--- config.mk ---
export PLATFORM = sky130hd
export DESIGN_NAME = contiguous_frame_allocator_top_flat
export DESIGN_NICKNAME = d
export VERILOG_FILES = /design/src/sv/cfa_pkg.sv /design/src/sv/cfa_req_if.sv /design/src/sv/cfa_rsp_if.sv /design/src/sv/cfa_ram.sv /design/src/sv/cfa_cfg.sv /design/src/sv/cfa_ctrl.sv /design/src/sv/contiguous_frame_allocator_top.sv /design/src/flat_wrapper.sv
export SDC_FILE = /design/constraint.sdc
export NUM_CORES = 2
export LEC_CHECK = 0
export BUFFER_PORTS_ARGS = -buffer_cell sky130_fd_sc_hd__buf_2
export CAP_MARGIN = 20
export CORE_AREA = 2 2 453 455
export CTS_CLUSTER_SIZE = 10
export DETAILED_ROUTE_END_ITERATION = 7
export DIE_AREA = 0 0 455 457
export PLACE_DENSITY = 0.64
export SLEW_MARGIN = 20
export SYNTH_ARGS = -nofsm -noshare
export SYNTH_HDL_FRONTEND = slang
export SYNTH_HIERARCHICAL = 1
export SYNTH_SLANG_ARGS = --single-unit
--- constraint.sdc ---
create_clock -name i_clk -period 70.2 [get_ports i_clk]
set_input_delay 10.53 -clock i_clk [delete_from_list [all_inputs] [get_ports i_clk]]
set_output_delay 10.53 -clock i_clk [all_outputs]
set_load 0.01 [all_outputs]
--- src/sv/cfa_pkg.sv ---
package cfa_pkg;

    localparam int MAX_FRAMES = 1024;
    localparam int IDX_W      = $clog2(MAX_FRAMES);
    localparam int SZ_W       = (IDX_W + 1 > 11) ? IDX_W + 1 : 11;

    localparam int FRAME_W    = 20;
    localparam int COUNT_W    = 11;
    localparam int OP_W       = 2;
    localparam int STATUS_W   = 3;
    localparam int FSTATE_W   = 2;
    localparam int CFG_DATA_W = 20;
    localparam int CFG_IDX_W  = 1;

    // Pool size in use right after reset: min(1024, MAX_FRAMES).
    localparam logic [SZ_W-1:0] RESET_SIZE =
        SZ_W'((MAX_FRAMES < 1024) ? MAX_FRAMES : 1024);

    // Per-frame state codes.
    localparam logic [FSTATE_W-1:0] ST_FREE  = 2'd0;
    localparam logic [FSTATE_W-1:0] ST_ALLOC = 2'd1;
    localparam logic [FSTATE_W-1:0] ST_HEAD  = 2'd2;

    // Operation codes.
    localparam logic [OP_W-1:0] OP_ALLOC   = 2'd0;
    localparam logic [OP_W-1:0] OP_RELEASE = 2'd1;
    localparam logic [OP_W-1:0] OP_MARK    = 2'd2;

    // Result status codes.
    localparam logic [STATUS_W-1:0] RC_OK      = 3'd0;
    localparam logic [STATUS_W-1:0] RC_NOSPACE = 3'd1;
    localparam logic [STATUS_W-1:0] RC_NOTHEAD = 3'd2;
    localparam logic [STATUS_W-1:0] RC_RANGE   = 3'd3;
    localparam logic [STATUS_W-1:0] RC_ZERO    = 3'd4;

    // Configuration register indexes.
    localparam logic [CFG_IDX_W-1:0] REG_POOL_BASE = 1'd0;
    localparam logic [CFG_IDX_W-1:0] REG_POOL_SIZE = 1'd1;

    // Pool settings and clearing-sweep status handed to the sequencer.
    typedef struct packed {
        logic [FRAME_W-1:0] base;
        logic [SZ_W-1:0]    size;
        logic               clearing;
        logic [IDX_W-1:0]   clr_addr;
        logic               reload;
    } t_pool;

endpackage

--- src/sv/cfa_req_if.sv ---
interface cfa_req_if;
    import cfa_pkg::*;

    logic               valid;
    logic               ready;
    logic [OP_W-1:0]    op;
    logic [FRAME_W-1:0] frame;
    logic [COUNT_W-1:0] count;

    modport source (output valid, op, frame, count, input ready);
    modport sink   (input valid, op, frame, count, output ready);
endinterface

--- src/sv/cfa_rsp_if.sv ---
interface cfa_rsp_if;
    import cfa_pkg::*;

    logic                valid;
    logic                ready;
    logic [FRAME_W-1:0]  head_frame;
    logic [STATUS_W-1:0] status;
    logic [COUNT_W-1:0]  frames_free;

    modport source (output valid, head_frame, status, frames_free, input ready);
    modport sink   (input valid, head_frame, status, frames_free, output ready);
endinterface

--- src/sv/cfa_ram.sv ---
module cfa_ram #(
    parameter int WIDTH = 2,
    parameter int DEPTH = 1024
) (
    input  logic                     i_clk,
    input  logic                     i_we,
    input  logic [$clog2(DEPTH)-1:0] i_waddr,
    input  logic [WIDTH-1:0]         i_wdata,
    input  logic [$clog2(DEPTH)-1:0] i_raddr,
    output logic [WIDTH-1:0]         o_rdata
);

    logic [WIDTH-1:0] r_mem [DEPTH];
    logic [WIDTH-1:0] r_rdata;

    always_ff @(posedge i_clk) begin
        if (i_we) begin
            r_mem[i_waddr] <= i_wdata;
        end
        r_rdata <= r_mem[i_raddr];
    end

    assign o_rdata = r_rdata;

endmodule

--- src/sv/cfa_cfg.sv ---
module cfa_cfg (
    input  logic                           i_clk,
    input  logic                           i_rst_n,
    input  logic                           i_cfg_we,
    input  logic [cfa_pkg::CFG_IDX_W-1:0]  i_cfg_idx,
    input  logic [cfa_pkg::CFG_DATA_W-1:0] i_cfg_wdata,
    output cfa_pkg::t_pool                 o_pool
);
    import cfa_pkg::*;

    logic [FRAME_W-1:0] r_base,     n_base;
    logic [SZ_W-1:0]    r_size,     n_size;
    logic               r_clearing, n_clearing;
    logic [IDX_W-1:0]   r_clr_addr, n_clr_addr;
    logic               r_reload,   n_reload;
    logic [SZ_W-1:0]    wr_size;

    // The pool never grows past the frame store.
    assign wr_size = (SZ_W'(i_cfg_wdata[COUNT_W-1:0]) > SZ_W'(MAX_FRAMES)) ?
                     SZ_W'(MAX_FRAMES) : SZ_W'(i_cfg_wdata[COUNT_W-1:0]);

    always_comb begin
        n_base     = r_base;
        n_size     = r_size;
        n_clearing = r_clearing;
        n_clr_addr = r_clr_addr;
        n_reload   = 1'b0;

        if (r_clearing) begin
            n_clr_addr = r_clr_addr + 1'b1;
            if (r_clr_addr == IDX_W'(MAX_FRAMES - 1)) begin
                n_clearing = 1'b0;
            end
        end

        if (i_cfg_we) begin
            unique case (i_cfg_idx)
                REG_POOL_BASE: begin
                    n_base = i_cfg_wdata[FRAME_W-1:0];
                end
                REG_POOL_SIZE: begin
                    n_size     = wr_size;
                    n_clearing = 1'b1;
                    n_clr_addr = '0;
                    n_reload   = 1'b1;
                end
                default: begin
                    n_base = r_base;
                end
            endcase
        end
    end

    always_ff @(posedge i_clk) begin
        if (!i_rst_n) begin
            r_base     <= '0;
            r_size     <= RESET_SIZE;
            r_clearing <= 1'b1;
            r_clr_addr <= '0;
            r_reload   <= 1'b0;
        end else begin
            r_base     <= n_base;
            r_size     <= n_size;
            r_clearing <= n_clearing;
            r_clr_addr <= n_clr_addr;
            r_reload   <= n_reload;
        end
    end

    assign o_pool.base     = r_base;
    assign o_pool.size     = r_size;
    assign o_pool.clearing = r_clearing;
    assign o_pool.clr_addr = r_clr_addr;
    assign o_pool.reload   = r_reload;

endmodule

--- src/sv/cfa_ctrl.sv ---
module cfa_ctrl (
    input  logic                          i_clk,
    input  logic                          i_rst_n,
    input  cfa_pkg::t_pool                i_pool,
    cfa_req_if.sink                       i_req,
    cfa_rsp_if.source                     o_rsp,
    output logic                          o_ram_we,
    output logic [cfa_pkg::IDX_W-1:0]     o_ram_waddr,
    output logic [cfa_pkg::FSTATE_W-1:0]  o_ram_wdata,
    output logic [cfa_pkg::IDX_W-1:0]     o_ram_raddr,
    input  logic [cfa_pkg::FSTATE_W-1:0]  i_ram_rdata
);
    import cfa_pkg::*;

    localparam logic [2:0] S_IDLE  = 3'd0;
    localparam logic [2:0] S_DEC   = 3'd1;
    localparam logic [2:0] S_CHK   = 3'd2;
    localparam logic [2:0] S_SCAN  = 3'd3;
    localparam logic [2:0] S_REL   = 3'd4;
    localparam logic [2:0] S_CLAIM = 3'd5;
    localparam logic [2:0] S_DONE  = 3'd6;

    logic [2:0]          r_state,   n_state;
    logic [OP_W-1:0]     r_op,      n_op;
    logic [FRAME_W-1:0]  r_frame,   n_frame;
    logic [COUNT_W-1:0]  r_count,   n_count;
    logic [FRAME_W-1:0]  r_rel,     n_rel;
    logic                r_lo,      n_lo;
    logic [SZ_W-1:0]     r_ptr,     n_ptr;
    logic [SZ_W-1:0]     r_end,     n_end;
    logic [SZ_W-1:0]     r_dptr,    n_dptr;
    logic                r_dv,      n_dv;
    logic [SZ_W-1:0]     r_run,     n_run;
    logic                r_first,   n_first;
    logic [SZ_W-1:0]     r_waddr,   n_waddr;
    logic [SZ_W-1:0]     r_left,    n_left;
    logic [SZ_W-1:0]     r_start,   n_start;
    logic [SZ_W-1:0]     r_free,    n_free;
    logic [STATUS_W-1:0] r_status,  n_status;
    logic [FRAME_W-1:0]  r_head,    n_head;
    logic                r_ovalid,  n_ovalid;
    logic [FRAME_W-1:0]  r_ohead,   n_ohead;
    logic [STATUS_W-1:0] r_ostatus, n_ostatus;
    logic [COUNT_W-1:0]  r_ofree,   n_ofree;

    logic [SZ_W-1:0] cnt_x;
    logic [SZ_W-1:0] rel_s;
    logic            rel_in;
    logic [SZ_W-1:0] run_inc;
    logic [SZ_W-1:0] run_start;
    logic            we_fsm;
    logic [IDX_W-1:0] waddr_fsm;
    logic [FSTATE_W-1:0] wdata_fsm;

    assign cnt_x     = SZ_W'(r_count);
    assign rel_s     = SZ_W'(r_rel);
    assign rel_in    = (r_rel < FRAME_W'(i_pool.size));
    assign run_inc   = r_run + 1'b1;
    assign run_start = r_dptr + 1'b1 - cnt_x;

    assign i_req.ready = (r_state == S_IDLE) && !i_pool.clearing;

    always_comb begin
        n_state   = r_state;
        n_op      = r_op;
        n_frame   = r_frame;
        n_count   = r_count;
        n_rel     = r_rel;
        n_lo      = r_lo;
        n_ptr     = r_ptr;
        n_end     = r_end;
        n_dptr    = r_dptr;
        n_dv      = r_dv;
        n_run     = r_run;
        n_first   = r_first;
        n_waddr   = r_waddr;
        n_left    = r_left;
        n_start   = r_start;
        n_free    = r_free;
        n_status  = r_status;
        n_head    = r_head;
        n_ovalid  = r_ovalid && !o_rsp.ready;
        n_ohead   = r_ohead;
        n_ostatus = r_ostatus;
        n_ofree   = r_ofree;
        we_fsm    = 1'b0;
        waddr_fsm = r_waddr[IDX_W-1:0];
        wdata_fsm = ST_FREE;

        unique case (r_state)
            S_IDLE: begin
                if (i_req.valid && !i_pool.clearing) begin
                    n_op    = i_req.op;
                    n_frame = i_req.frame;
                    n_count = i_req.count;
                    n_state = S_DEC;
                end
            end
            S_DEC: begin
                n_rel   = r_frame - i_pool.base;
                n_lo    = (r_frame < i_pool.base);
                n_state = S_CHK;
            end
            S_CHK: begin
                n_head  = '0;
                n_dv    = 1'b0;
                n_run   = '0;
                n_first = 1'b1;
                n_state = S_DONE;
                case (r_op)
                    OP_ALLOC: begin
                        if (r_count == '0) begin
                            n_status = RC_ZERO;
                        end else if (cnt_x > r_free || cnt_x > i_pool.size) begin
                            n_status = RC_NOSPACE;
                        end else begin
                            n_ptr   = '0;
                            n_end   = i_pool.size;
                            n_state = S_SCAN;
                        end
                    end
                    OP_RELEASE: begin
                        if (r_lo || !rel_in) begin
                            n_status = RC_RANGE;
                        end else begin
                            n_ptr   = rel_s;
                            n_state = S_REL;
                        end
                    end
                    OP_MARK: begin
                        if (r_count == '0) begin
                            n_status = RC_ZERO;
                        end else if (r_lo || !rel_in || cnt_x > i_pool.size - rel_s) begin
                            n_status = RC_RANGE;
                        end else begin
                            n_ptr   = rel_s;
                            n_end   = rel_s + cnt_x;
                            n_state = S_SCAN;
                        end
                    end
                    default: begin
                        n_status = RC_RANGE;
                    end
                endcase
            end
            S_SCAN: begin
                // Reads stream one entry ahead of the evaluation of the data.
                if (r_ptr < r_end) begin
                    n_ptr  = r_ptr + 1'b1;
                    n_dv   = 1'b1;
                    n_dptr = r_ptr;
                end else begin
                    n_dv = 1'b0;
                end
                if (r_dv) begin
                    if (r_op == OP_ALLOC) begin
                        if (i_ram_rdata == ST_FREE) begin
                            n_run = run_inc;
                            if (run_inc == cnt_x) begin
                                n_start = run_start;
                                n_waddr = run_start;
                                n_left  = cnt_x;
                                n_dv    = 1'b0;
                                n_state = S_CLAIM;
                            end
                        end else begin
                            n_run = '0;
                        end
                    end else if (i_ram_rdata != ST_FREE) begin
                        n_status = RC_NOSPACE;
                        n_dv     = 1'b0;
                        n_state  = S_DONE;
                    end
                end else if (r_ptr >= r_end) begin
                    n_dv = 1'b0;
                    if (r_op == OP_ALLOC) begin
                        n_status = RC_NOSPACE;
                        n_state  = S_DONE;
                    end else begin
                        n_start = rel_s;
                        n_waddr = rel_s;
                        n_left  = cnt_x;
                        n_state = S_CLAIM;
                    end
                end
            end
            S_REL: begin
                if (r_ptr < i_pool.size) begin
                    n_ptr  = r_ptr + 1'b1;
                    n_dv   = 1'b1;
                    n_dptr = r_ptr;
                end else begin
                    n_dv = 1'b0;
                end
                waddr_fsm = r_dptr[IDX_W-1:0];
                if (r_dv) begin
                    if (r_first) begin
                        if (i_ram_rdata != ST_HEAD) begin
                            n_status = RC_NOTHEAD;
                            n_dv     = 1'b0;
                            n_state  = S_DONE;
                        end else begin
                            we_fsm  = 1'b1;
                            n_free  = r_free + 1'b1;
                            n_first = 1'b0;
                        end
                    end else if (i_ram_rdata == ST_ALLOC) begin
                        we_fsm = 1'b1;
                        n_free = r_free + 1'b1;
                    end else begin
                        n_status = RC_OK;
                        n_head   = r_frame;
                        n_dv     = 1'b0;
                        n_state  = S_DONE;
                    end
                end else if (!r_first && r_ptr >= i_pool.size) begin
                    n_status = RC_OK;
                    n_head   = r_frame;
                    n_state  = S_DONE;
                end
            end
            S_CLAIM: begin
                we_fsm    = 1'b1;
                wdata_fsm = r_first ? ST_HEAD : ST_ALLOC;
                n_first   = 1'b0;
                n_waddr   = r_waddr + 1'b1;
                n_left    = r_left - 1'b1;
                if (r_left == SZ_W'(1)) begin
                    n_free   = r_free - cnt_x;
                    n_status = RC_OK;
                    n_head   = (r_op == OP_ALLOC) ?
                               i_pool.base + FRAME_W'(r_start) : r_frame;
                    n_state  = S_DONE;
                end
            end
            S_DONE: begin
                if (!r_ovalid || o_rsp.ready) begin
                    n_ovalid  = 1'b1;
                    n_ohead   = r_head;
                    n_ostatus = r_status;
                    n_ofree   = COUNT_W'(r_free);
                    n_state   = S_IDLE;
                end
            end
            default: begin
                n_state = S_IDLE;
            end
        endcase

        if (i_pool.reload) begin
            n_free = i_pool.size;
        end
    end

    // The clearing sweep owns the write port; no new item is accepted during it.
    always_comb begin
        if (i_pool.clearing) begin
            o_ram_we    = 1'b1;
            o_ram_waddr = i_pool.clr_addr;
            o_ram_wdata = ST_FREE;
        end else begin
            o_ram_we    = we_fsm;
            o_ram_waddr = waddr_fsm;
            o_ram_wdata = wdata_fsm;
        end
    end

    assign o_ram_raddr = r_ptr[IDX_W-1:0];

    always_ff @(posedge i_clk) begin
        if (!i_rst_n) begin
            r_state  <= S_IDLE;
            r_dv     <= 1'b0;
            r_free   <= RESET_SIZE;
            r_ovalid <= 1'b0;
        end else begin
            r_state  <= n_state;
            r_dv     <= n_dv;
            r_free   <= n_free;
            r_ovalid <= n_ovalid;
        end
    end

    always_ff @(posedge i_clk) begin
        r_op      <= n_op;
        r_frame   <= n_frame;
        r_count   <= n_count;
        r_rel     <= n_rel;
        r_lo      <= n_lo;
        r_ptr     <= n_ptr;
        r_end     <= n_end;
        r_dptr    <= n_dptr;
        r_run     <= n_run;
        r_first   <= n_first;
        r_waddr   <= n_waddr;
        r_left    <= n_left;
        r_start   <= n_start;
        r_status  <= n_status;
        r_head    <= n_head;
        r_ohead   <= n_ohead;
        r_ostatus <= n_ostatus;
        r_ofree   <= n_ofree;
    end

    assign o_rsp.valid       = r_ovalid;
    assign o_rsp.head_frame  = r_ohead;
    assign o_rsp.status      = r_ostatus;
    assign o_rsp.frames_free = r_ofree;

endmodule

--- src/sv/contiguous_frame_allocator_top.sv ---
// An allocate scans the pool for the first free run and then claims its frames; a mark
// checks that its range is free and then claims it; a release walks the run from its head.
// Throughput: one item at a time, bounded by the single frame-state memory port
// that the scan, claim and release walk step through at one entry per cycle.
// Reset (synchronous, active low) and every pool_size write start a clearing pass
// that sets every frame free; no item is accepted during it.
module contiguous_frame_allocator_top (
    input  logic                           i_clk,
    input  logic                           i_rst_n,
    cfa_req_if.sink                        i_req,
    cfa_rsp_if.source                      o_rsp,
    input  logic                           i_cfg_we,
    input  logic [cfa_pkg::CFG_IDX_W-1:0]  i_cfg_idx,
    input  logic [cfa_pkg::CFG_DATA_W-1:0] i_cfg_wdata
);
    import cfa_pkg::*;

    // The frame table lives in one simple dual-port memory with a registered
    // read. The sequencer reads one entry per cycle and evaluates it in the
    // following cycle; writes always land on entries already read, so no read ever
    // overlaps a pending write to the same entry and no forwarding is needed.
    // Items are fully serialized, which keeps writes of one item ahead of the
    // reads of the next.

    t_pool                pool;
    logic                 ram_we;
    logic [IDX_W-1:0]     ram_waddr;
    logic [FSTATE_W-1:0]  ram_wdata;
    logic [IDX_W-1:0]     ram_raddr;
    logic [FSTATE_W-1:0]  ram_rdata;

    // Configuration registers and the clearing sweep.
    cfa_cfg u_cfg (
        .i_clk       (i_clk),
        .i_rst_n     (i_rst_n),
        .i_cfg_we    (i_cfg_we),
        .i_cfg_idx   (i_cfg_idx),
        .i_cfg_wdata (i_cfg_wdata),
        .o_pool      (pool)
    );

    // Frame-state store: two bits per frame (free, allocated, head).
    cfa_ram #(
        .WIDTH (FSTATE_W),
        .DEPTH (MAX_FRAMES)
    ) u_ram (
        .i_clk   (i_clk),
        .i_we    (ram_we),
        .i_waddr (ram_waddr),
        .i_wdata (ram_wdata),
        .i_raddr (ram_raddr),
        .o_rdata (ram_rdata)
    );

    // Sequencer: range checks, first-fit scan, claim and release walks, and
    // the output register that holds a finished item until it is taken.
    cfa_ctrl u_ctrl (
        .i_clk       (i_clk),
        .i_rst_n     (i_rst_n),
        .i_pool      (pool),
        .i_req       (i_req),
        .o_rsp       (o_rsp),
        .o_ram_we    (ram_we),
        .o_ram_waddr (ram_waddr),
        .o_ram_wdata (ram_wdata),
        .o_ram_raddr (ram_raddr),
        .i_ram_rdata (ram_rdata)
    );

endmodule

--- src/flat_wrapper.sv ---
// flat-port wrapper written by rule: the top's interface ports become plain ports
module contiguous_frame_allocator_top_flat import cfa_pkg::*;
  (i_clk, i_rst_n, i_cfg_we, i_cfg_idx, i_cfg_wdata, i_req_valid, i_req_op, i_req_frame, i_req_count, i_req_ready, o_rsp_valid, o_rsp_head_frame, o_rsp_status, o_rsp_frames_free, o_rsp_ready);
  cfa_req_if i_req_i ();
  cfa_rsp_if o_rsp_i ();
  input  logic i_clk;
  input  logic i_rst_n;
  input  logic i_cfg_we;
  input  logic [cfa_pkg::CFG_IDX_W-1:0] i_cfg_idx;
  input  logic [cfa_pkg::CFG_DATA_W-1:0] i_cfg_wdata;
  input wire logic [$bits(i_req_i.valid)-1:0] i_req_valid;
  input wire logic [$bits(i_req_i.op)-1:0] i_req_op;
  input wire logic [$bits(i_req_i.frame)-1:0] i_req_frame;
  input wire logic [$bits(i_req_i.count)-1:0] i_req_count;
  output wire logic [$bits(i_req_i.ready)-1:0] i_req_ready;
  output wire logic [$bits(o_rsp_i.valid)-1:0] o_rsp_valid;
  output wire logic [$bits(o_rsp_i.head_frame)-1:0] o_rsp_head_frame;
  output wire logic [$bits(o_rsp_i.status)-1:0] o_rsp_status;
  output wire logic [$bits(o_rsp_i.frames_free)-1:0] o_rsp_frames_free;
  input wire logic [$bits(o_rsp_i.ready)-1:0] o_rsp_ready;
  assign i_req_i.valid = i_req_valid;
  assign i_req_i.op = i_req_op;
  assign i_req_i.frame = i_req_frame;
  assign i_req_i.count = i_req_count;
  assign i_req_ready = i_req_i.ready;
  assign o_rsp_valid = o_rsp_i.valid;
  assign o_rsp_head_frame = o_rsp_i.head_frame;
  assign o_rsp_status = o_rsp_i.status;
  assign o_rsp_frames_free = o_rsp_i.frames_free;
  assign o_rsp_i.ready = o_rsp_ready;
  contiguous_frame_allocator_top u_core (.i_clk(i_clk), .i_rst_n(i_rst_n), .i_req(i_req_i), .o_rsp(o_rsp_i), .i_cfg_we(i_cfg_we), .i_cfg_idx(i_cfg_idx), .i_cfg_wdata(i_cfg_wdata));
endmodule
==> results.toml <==
[run_status]
status = "finished, final reports clean"

[routing]
via_per_inst = 6.34
drtPass1Iterations = 8
vias = 58010
wl_per_cell_um = 29.2
final_antenna_net_count = 0
drc = 0
drt_iter0_markers = 8212
routed_wl_um = 267000

[timing]
max_slew_margin_pct = 18.7
setup_violations = 0
final_hold_viol_count = 0
grt_setup_unrepaired = "false"
worstMarginPinSlew_ns = 1.21
hold_slack_ns = 0.408
min_period_ns = 12.68
slew_viol_final = 0
setup-tns-final_ns = 0
max_freq_mhz = 78.9
period_share_pct = 18.1
skew_ns = 0.0647

[finish]
drive_above_1_share_pct = 16.9
final_util_pct = 54.1
multi_input_area_sq_um = 28500
nets = 6602
seq_area_sq_um = 68400
flow.area_growth_from_synthesis_pct = 10.8
fill_cells = 16056

[pwr]
swShare_pct = 19.2
switchingPower_uw = 531
pwr_density_cell_nw_per_um2 = 25.2
clkPwrFrac_pct = 45.6
p_leak_uw = 0.0355
ir_worst_vdd_mv = 0.0259
pwr-share-comb_pct = 0.9
intPower_uw = 2240
seq_power_share_pct = 53.6

[clocking]
cts_resized = 0
hold_buffers = 0
cts_buffers = 284
clock_sinks = 2297
cts-root-buf = "clkbuf_16"
htreeDepth = 5
postCtsSetupBuffers = 0
clockBufferDepth = 4
cts_tree = "yes"
insertion_delay_ns = 0.93
clk_pin_slew_ns = 0.06

[worst_setup_path]
required_ns = 59.67
path_max_fanout = 25
cp-start-kind = "flip-flop"
critPathKind = "flip-flop to output pin"
end_kind = "output pin"
cp_data_arrival_time_ns = 2.15

[synth]
synth_fp_nets = 6548
syn_area_per_cell_sq_um = 15.7
synth-seq-area-share_pct = 68.9
syn_area_sq_um = 99200
synth-edff-count = 2236
synth_ff_type = "edfxtp_1"
synth_cells = 6332
synth_warnings = 6
synth_cell_type_count = 98
async_flop_share_pct = 0
ys_ff_latch = 2297

[place]
port_buffers = 94
gp_congestion = 0.880
place_hpwl_um = 150000

[die]
coreArea_sq_um = 203000
die_w_um = 455
row_count = 166
die-height_um = 457
die_area_sq_um = 208000
ioPinCount = 95
start_util_pct = 48.8

[global_routing]
grt_pass1_vias = 58150
overflow = 0
grt_pass1_wl_um = 389000
antenna_found_initial = 9
grt_max_degree = 258
grt.total_usage_pct = 25.6

[worst_hold_path]
hold_class = "flip-flop to flip-flop"

[job]
cap_violations = 0
worst max-delay path, cell delays in order, from the launching register on:
cell	delay [ns]
dfxtp_1	0.91
nor4_1	0.15
buf_2	0.19
logic make-up after synthesis:
logic type	Yosys count	synth area share [%]
flip-flops	2297	68.9
AND/OR/NAND/NOR	1772	7.60
AO/OA/AOI/OAI	729	4.92
multiplexers	691	12.7
buffers and inverters	574	2.81
adder cells (fa/ha/maj)	157	2.03
XOR/XNOR	112	1.04
area by class of cell:
type,count,share of cell area [%]
Sequential cell,2297,62.2
Inverter,123,0.423
Tap cell,2688,3.06
Clock inverter,10,0.0854
Multi-Input combinational cell,3461,25.9
Antenna cell,1,0.00228
Clock buffer,346,6.90
Timing Repair Buffer,219,1.41
power groups by stage:
stage	registers, uW	logic [uW]	clock network (uW)
floorplan	1510	13.1	0
CTS	1490	23.7	1280
detailed placement	1510	23.6	0
global route	1480	25.8	1330
global placement	1510	23.1	0
finish	1490	24.0	1260
routing by layer:
metal  vias up  GRT usage, %  part of all wire, %
li1      24447             -                    -
met1     30241          37.1                   41
met2      2838          39.9                   47
met3       482          4.10                  9.1
met4         2          7.87                  3.0
met5         -             0               0.0056
path summary, 6_finish.rpt:
kind                                         startpoint                                           to  cells past startpoint  slack (ns)
setup / recovery  u_core/u_ctrl/r_state[0]$_SDFFE_PN0P_                                  i_req_ready                      2       57.52
hold / removal        u_core/u_ctrl/r_head[1]$_DFFE_PP_  u_core/u_ctrl/o_rsp.head_frame[1]$_DFFE_PP_                      0        0.41
setup reg to reg       u_core/u_ctrl/r_ptr[0]$_DFFE_PP_              u_core/u_ram/o_rdata[0]$_DFF_P_                     11       63.96
hold reg to reg       u_core/u_ctrl/r_head[1]$_DFFE_PP_  u_core/u_ctrl/o_rsp.head_frame[1]$_DFFE_PP_                      0        0.41
flip-flops by register name, summed over array words and instances (netlist names), 3 cells and up:
register                         flops
u_core/u_ram/r_mem                2048
u_core/u_cfg/r_base                 20
u_core/u_ctrl/o_rsp.head_frame      20
u_core/u_ctrl/r_frame               20
u_core/u_ctrl/r_head                20
u_core/u_ctrl/r_rel                 20
u_core/u_cfg/r_size                 11
u_core/u_ctrl/cnt_x                 11
u_core/u_ctrl/o_rsp.frames_free     11
u_core/u_ctrl/r_dptr                11
u_core/u_ctrl/r_end                 11
u_core/u_ctrl/r_free                11
u_core/u_ctrl/r_left                11
u_core/u_ctrl/r_ptr                 11
u_core/u_ctrl/r_run                 11
u_core/u_ctrl/r_start               11
u_core/u_cfg/r_clr_addr             10
u_core/u_ctrl/r_waddr               10
u_core/u_ctrl/o_rsp.status           3
u_core/u_ctrl/r_state                3
u_core/u_ctrl/r_status               3
synthesized netlist by cell type, types with 61 or more instances:
master | number | share of area [%]
a21oi_1 | 175 | 0.88
clkbuf_1 | 273 | 1.0
dfxtp_1 | 61 | 1.2
edfxtp_1 | 2236 | 68
ha_1 | 151 | 1.9
inv_1 | 118 | 0.45
mux2i_1 | 226 | 2.3
mux4_2 | 449 | 10
nand2_1 | 259 | 0.98
nand3_1 | 80 | 0.40
nor2_1 | 1149 | 4.3
nor3_1 | 75 | 0.38
o21ai_0 | 128 | 0.65
o221ai_1 | 88 | 0.78
xnor2_1 | 68 | 0.60
per-stage QoR:
stage / worst slack (ns) / cells / total power [uW] / instance area (sq um)
after global placement: 57.91 / 8781 / 1540 / 102000
final: 57.52 / 9145 / 2770 / 110000
after global routing: 57.38 / 9145 / 2850 / 110000
after detailed placement: 57.80 / 8785 / 1540 / 102000
after floorplan: 19.84 / 6332 / 1530 / 99200
after CTS: 57.47 / 9141 / 2790 / 110000
cells in the final DEF (no fill, tap or decap), types with 68 or more instances in the layout:
master	netlist	routed
nor3_1	75	73
inv_1	118	117
mux4_2	449	449
xnor2_1	68	68
clkbuf_16	0	294
nand2_1	259	238
mux2i_1	226	226
edfxtp_1	2236	2236
ha_1	151	151
a21oi_1	175	173
nor2_1	1149	1145
o21ai_0	128	124
o221ai_1	88	88
buf_2	29	95
buf_4	41	112
(Power assumes the default switching activity.)
